<file path="src/smx_pkg.sv">
// ----------------------------------------------------------------------------
// smx_pkg: shared definitions for the stack machine execute step
// Types, opcode and trap codes, and default sizes used by all modules.
// ----------------------------------------------------------------------------
package smx_pkg;

    localparam int WORD_W      = 64;
    localparam int STACK_DEPTH = 1024;
    localparam int KIND_W      = 3;
    localparam int TRAP_W      = 3;
    localparam int DEPTH_OUT_W = 11;

    localparam logic [KIND_W-1:0] KIND_PUSH = 3'd0;
    localparam logic [KIND_W-1:0] KIND_ADD  = 3'd1;
    localparam logic [KIND_W-1:0] KIND_SUB  = 3'd2;
    localparam logic [KIND_W-1:0] KIND_MUL  = 3'd3;
    localparam logic [KIND_W-1:0] KIND_DIV  = 3'd4;

    localparam logic [TRAP_W-1:0] TRAP_NONE    = 3'd0;
    localparam logic [TRAP_W-1:0] TRAP_OVER    = 3'd1;
    localparam logic [TRAP_W-1:0] TRAP_UNDER   = 3'd2;
    localparam logic [TRAP_W-1:0] TRAP_ILLEGAL = 3'd3;
    localparam logic [TRAP_W-1:0] TRAP_DIVZERO = 3'd4;

    typedef struct packed {
        logic [KIND_W-1:0]        kind;
        logic signed [WORD_W-1:0] operand;
    } smx_cmd_t;

    typedef struct packed {
        logic [TRAP_W-1:0]        trap;
        logic signed [WORD_W-1:0] top_value;
        logic [DEPTH_OUT_W-1:0]   depth;
    } smx_rsp_t;

    typedef enum logic [1:0] {
        AOP_ADD,
        AOP_SUB,
        AOP_MUL,
        AOP_DIV
    } smx_aop_t;

    typedef struct packed {
        logic     start;
        smx_aop_t op;
    } smx_alu_req_t;

    typedef enum logic [1:0] {
        S_IDLE,
        S_LOAD,
        S_BUSY,
        S_DONE
    } smx_state_t;

    typedef enum logic [2:0] {
        ALU_IDLE,
        ALU_MUL,
        ALU_DIV_PREP,
        ALU_DIV,
        ALU_DIV_FIX
    } smx_alu_state_t;

endpackage

</file>
<file path="src/smx_alu.sv">
// ----------------------------------------------------------------------------
// smx_alu: shared iterative arithmetic unit
// Add and subtract in one step, shift-add multiply and restoring signed
// divide one bit per cycle; done pulses for one cycle with the result.
// ----------------------------------------------------------------------------
module smx_alu (
    input  logic                        clk,
    input  logic                        rst_n,
    input  smx_pkg::smx_alu_req_t       req,
    input  logic [smx_pkg::WORD_W-1:0]  a,
    input  logic [smx_pkg::WORD_W-1:0]  b,
    output logic                        done,
    output logic [smx_pkg::WORD_W-1:0]  result
);

    localparam int W  = smx_pkg::WORD_W;
    localparam int CW = $clog2(W);

    smx_pkg::smx_alu_state_t state_reg, state_next;
    logic [W-1:0]  acc_reg, acc_next;
    logic [W-1:0]  x_reg, x_next;
    logic [W-1:0]  y_reg, y_next;
    logic [W-1:0]  rem_reg, rem_next;
    logic [CW-1:0] cnt_reg, cnt_next;
    logic          neg_reg, neg_next;
    logic          done_reg, done_next;
    logic [W:0]    trial;

    always_ff @(posedge clk or negedge rst_n)
    begin
        if (!rst_n)
        begin
            state_reg <= smx_pkg::ALU_IDLE;
            done_reg  <= 1'b0;
        end
        else
        begin
            state_reg <= state_next;
            done_reg  <= done_next;
        end
    end

    always_ff @(posedge clk)
    begin
        acc_reg <= acc_next;
        x_reg   <= x_next;
        y_reg   <= y_next;
        rem_reg <= rem_next;
        cnt_reg <= cnt_next;
        neg_reg <= neg_next;
    end

    always_comb
    begin
        state_next = state_reg;
        acc_next   = acc_reg;
        x_next     = x_reg;
        y_next     = y_reg;
        rem_next   = rem_reg;
        cnt_next   = cnt_reg;
        neg_next   = neg_reg;
        done_next  = 1'b0;
        trial      = {rem_reg, y_reg[W-1]} - {1'b0, x_reg};

        unique case (state_reg)
            smx_pkg::ALU_IDLE:
            begin
                if (req.start)
                begin
                    unique case (req.op)
                        smx_pkg::AOP_ADD:
                        begin
                            acc_next  = a + b;
                            done_next = 1'b1;
                        end
                        smx_pkg::AOP_SUB:
                        begin
                            acc_next  = a - b;
                            done_next = 1'b1;
                        end
                        smx_pkg::AOP_MUL:
                        begin
                            acc_next   = '0;
                            x_next     = a;
                            y_next     = b;
                            cnt_next   = '0;
                            state_next = smx_pkg::ALU_MUL;
                        end
                        smx_pkg::AOP_DIV:
                        begin
                            y_next     = a;
                            x_next     = b;
                            state_next = smx_pkg::ALU_DIV_PREP;
                        end
                        default:
                        begin
                            state_next = smx_pkg::ALU_IDLE;
                        end
                    endcase
                end
            end
            smx_pkg::ALU_MUL:
            begin
                if (y_reg[0])
                begin
                    acc_next = acc_reg + x_reg;
                end
                x_next   = {x_reg[W-2:0], 1'b0};
                y_next   = {1'b0, y_reg[W-1:1]};
                cnt_next = cnt_reg + CW'(1);
                if (cnt_reg == CW'(W - 1))
                begin
                    done_next  = 1'b1;
                    state_next = smx_pkg::ALU_IDLE;
                end
            end
            smx_pkg::ALU_DIV_PREP:
            begin
                neg_next   = y_reg[W-1] ^ x_reg[W-1];
                y_next     = y_reg[W-1] ? ('0 - y_reg) : y_reg;
                x_next     = x_reg[W-1] ? ('0 - x_reg) : x_reg;
                rem_next   = '0;
                cnt_next   = '0;
                state_next = smx_pkg::ALU_DIV;
            end
            smx_pkg::ALU_DIV:
            begin
                if (!trial[W])
                begin
                    rem_next = trial[W-1:0];
                    y_next   = {y_reg[W-2:0], 1'b1};
                end
                else
                begin
                    rem_next = {rem_reg[W-2:0], y_reg[W-1]};
                    y_next   = {y_reg[W-2:0], 1'b0};
                end
                cnt_next = cnt_reg + CW'(1);
                if (cnt_reg == CW'(W - 1))
                begin
                    state_next = smx_pkg::ALU_DIV_FIX;
                end
            end
            smx_pkg::ALU_DIV_FIX:
            begin
                acc_next   = neg_reg ? ('0 - y_reg) : y_reg;
                done_next  = 1'b1;
                state_next = smx_pkg::ALU_IDLE;
            end
            default:
            begin
                state_next = smx_pkg::ALU_IDLE;
            end
        endcase
    end

    assign done   = done_reg;
    assign result = acc_reg;

endmodule

</file>
<file path="config.mk">
export PLATFORM = sky130hd
export DESIGN_NAME = smx_alu
export DESIGN_NICKNAME = d
export VERILOG_FILES = /design/src/smx_pkg.sv /design/src/smx_alu.sv
export SDC_FILE = /design/constraint.sdc
export NUM_CORES = 1
export LEC_CHECK = 0
export BUFFER_PORTS_ARGS = -buffer_cell sky130_fd_sc_hd__buf_2
export CAP_MARGIN = 20
export CORE_ASPECT_RATIO = 1.4
export CORE_MARGIN = 1
export CORE_UTILIZATION = 55
export DETAILED_ROUTE_END_ITERATION = 10
export PLACE_DENSITY = 0.77
export SLEW_MARGIN = 20
export SYNTH_ARGS = -nofsm -noshare
export SYNTH_HDL_FRONTEND = slang
export SYNTH_SLANG_ARGS = --single-unit
</file>
<file path="constraint.sdc">
create_clock -name clk -period 8.4 [get_ports clk]
set_input_delay 1.68 -clock clk [delete_from_list [all_inputs] [get_ports clk]]
set_output_delay 1.68 -clock clk [all_outputs]
set_load 0.005 [all_outputs]
</file>
==> flow_metrics.py <==
metrics = {
    "sta": {
        "slew_headroom": 0.313,
        "rsz0062_at_grt": "false",
        "final_max_slew_viol_count": 0,
        "maxClockFrequency_ghz": 0.145,
        "finalHoldViolCount": 0,
        "worstMarginPinSlew_ps": 1030,
        "fin_crit_ps": 6900,
        "skew_ps": 17.2,
        "fin_setup_tns_ps": 0,
        "setup_viol": 0,
        "timing.final.crit_share": 0.822,
    },
    "clock_network": {
        "postCtsSetupRepairBufs": 0,
        "cts_buffers": 31,
        "cts_root_buf": "clkbuf_16",
        "cts_hold_buf": 0,
        "cts.clk_slew.worst_paths_ps": 70,
        "ctsResizeCount": 0,
        "cts_tree": "done",
        "cts_buffer_depth": 3,
        "cts.sinks": 267,
        "clock_latency_ps": 620,
        "h-tree-depth": 1,
    },
    "hold_path": {
        "min_to": "rem_reg[52]",
        "whs_path_depth": 2,
        "hp-class": "register to register",
        "min_from": "rem_reg[51]",
    },
    "pwr": {
        "p_seq_frac": 0.231,
        "pwr-share-clk": 0.099,
        "swShare": 0.505,
        "leakage_nw": 13.3,
        "p_int_mw": 7.37,
        "ir_drop_mv": 0.287,
        "powerDensity_mw_per_mm2": 460,
        "pwr-share-comb": 0.670,
        "p_sw_mw": 7.52,
    },
    "finish": {
        "stdcell_area_mm2": 0.0324,
        "layout-drive-gt1-share": 0.0885,
        "nNetsFinal": 4193,
        "fin_cells": 4608,
        "syn2layout_area_growth_pct": 7.98,
        "mostFrequentLayoutCell": "nand2_1",
        "final_core_util": 0.605,
        "layout_common_cells": "nand2_1 (523), a21oi_1 (401), o21ai_0 (286), xnor2_1 (280), edfxtp_1 (263)",
    },
    "global_route": {
        "grt-ovfl-total": 0,
        "grt.total_usage": 0.383,
        "grt_pass1_wl_mm": 164,
        "grt_max_degree": 89,
        "first_global_vias": 28100,
        "antenna_found_initial": 9,
    },
    "synthesis": {
        "yosysSeqAreaShare": 0.267,
        "synth_top_flop_cell": "edfxtp_1",
        "synth_edf_count": 263,
        "netlist_instances": 3844,
        "synth_cell_types": 78,
        "yosys_warnings": 0,
        "syn_avg_cell_area_um2": 7.80,
        "synth_fp_nets": 4175,
        "ys_seq_elements": 267,
        "syn-cell-area_mm2": 0.0300,
        "synthArstFlopShare": 0.0150,
    },
    "route": {
        "routed_wl_mm": 109,
        "drc": 0,
        "ant_nets": 0,
        "wl_per_cell_um": 23.7,
        "avgViaCountPerCell": 6.60,
        "vias": 30400,
        "dr.pass1.iters": 6,
        "drt_iter0_drc": 3658,
    },
    "setup_path": {
        "crit_path_end_kind": "register",
        "cp_data_arrival_time_ps": 7240,
        "rr_startpoint": "y_reg[63]",
        "ff2ff_path_depth": 16,
        "crit_start": "b[10]",
        "start_kind": "primary input",
        "crit_required_ps": 8730,
        "crit_fanout": 7,
        "r2r-end": "rem_reg[23]",
        "criticalPathCategory": "primary input to register",
        "r2r_setup_slack_ps": 2690,
    },
    "floorplanning": {
        "row_count": 100,
        "dieWidth_um": 199,
        "die_h_um": 278,
        "dieArea_mm2": 0.0555,
        "coreArea_mm2": 0.0536,
        "initial_utilization": 0.560,
        "ios": 198,
    },
    "placed_design": {
        "dp.cells": 4543,
        "io_buffer_count": 197,
        "post_dp_cell_area_mm2": 0.0313,
        "hpwl_mm": 82.9,
        "gp_congestion": 1.01,
    },
    "run": {
        "cap_violations": 0,
    },
    "outcome": {
        "status": "finished, final reports clean",
    },
}
metal layers:
layer,share of wire,global-route usage,wire (um)
met1,0.40,0.520,43700
met2,0.44,0.592,47800
met3,0.11,0.0593,11800
met4,0.053,0.181,5800
met5,0.000082,0,9
through the flow:
step	power (mW)	setup WS [ps]	hold slack [ps]
2_1_floorplan	10.5	1070	546
3_3_place_gp	13.0	1150	571
3_5_place_dp	13.1	1070	568
4_1_cts	14.7	1680	594
5_1_grt	15.9	1250	629
6_report	14.9	1500	584
cell type report:
| type | instances | area (um2) |
|---|---|---|
| Antenna cell | 8 | 20.0 |
| Timing Repair Buffer | 235 | 1270 |
| Tap cell | 714 | 893 |
| Sequential cell | 267 | 8000 |
| Multi-Input combinational cell | 3184 | 20600 |
| Clock inverter | 19 | 225 |
| Inverter | 143 | 537 |
| Clock buffer | 38 | 832 |
| Fill cell | 5142 | 21200 |
critical path, cell delays in order:
cell and delay (ps):
buf_2 150, nor4_1 830, nand4bb_1 430, or3_1 610, or3_1 420, nor4_4 230, nand2_1 250, o21ai_0 270
xor2_1 180, ha_1 320, nand3_1 160, o21ai_0 140, a21o_1 200, a31o_2 250, a2111oi_0 380, o21bai_1 180
o21ai_0 230, xnor2_1 140, o221ai_1 140
Yosys cell counts, drive strengths merged, types with 6 or more instances:
cell	count	area share
a41oi	6	0.0018
nand3	77	0.013
and2	17	0.0035
o31a	8	0.0023
a221o	14	0.0047
nand2	529	0.066
a211oi	26	0.0065
nor2	257	0.032
inv	142	0.018
clkbuf	225	0.028
and4	6	0.0018
o21bai	34	0.0085
o41ai	8	0.0023
a221oi	10	0.0029
o211ai	19	0.0048
xor2	132	0.039
or2	14	0.0029
and3	38	0.0079
nor3	74	0.012
a21o	134	0.034
o21ai	292	0.049
nand2b	34	0.0073
buf	25	0.0037
o22ai	22	0.0046
nor4	38	0.011
o221ai	45	0.013
o21a	38	0.0095
ha	195	0.081
o31ai	21	0.0053
or4	18	0.0050
nor2b	28	0.0058
xnor2	280	0.082
a21oi	401	0.067
a21boi	11	0.0028
or3	39	0.0085
a22oi	50	0.013
edfxtp	263	0.26
nand4	54	0.011
a2111oi	30	0.0088
mux2i	72	0.024
a31oi	65	0.014
worst max path at each step:
stage	cells after the start	end
final	19	result[63]
after detailed placement	19	result[63]
after global routing	19	result[63]
after global placement	19	result[63]
after floorplan	4	x_reg[0]
after CTS	19	result[63]
cell families (layout without fill, tap and decap cells):
family | after synthesis | count (layout) | share of synthesized area
adder cells (fa/ha/maj) | 198 | 198 | 0.0833
other | 0 | 8 | 0
buffers and inverters | 393 | 435 | 0.0498
flip-flops | 267 | 267 | 0.267
multiplexers | 72 | 72 | 0.0240
XOR/XNOR | 412 | 412 | 0.120
AO/OA/AOI/OAI | 1263 | 1263 | 0.262
AND/OR/NAND/NOR | 1239 | 1239 | 0.194
power groups by stage:
stage	Sequential [mW]	Combinational, mW	Clock, mW
final	3.44	9.98	1.47
after detailed placement	3.40	9.69	0
after global placement	3.41	9.57	0
after floorplan	3.06	7.44	0
after global routing	3.49	10.9	1.52
after CTS	3.39	9.77	1.49
Power figures use the tool's default switching activity.
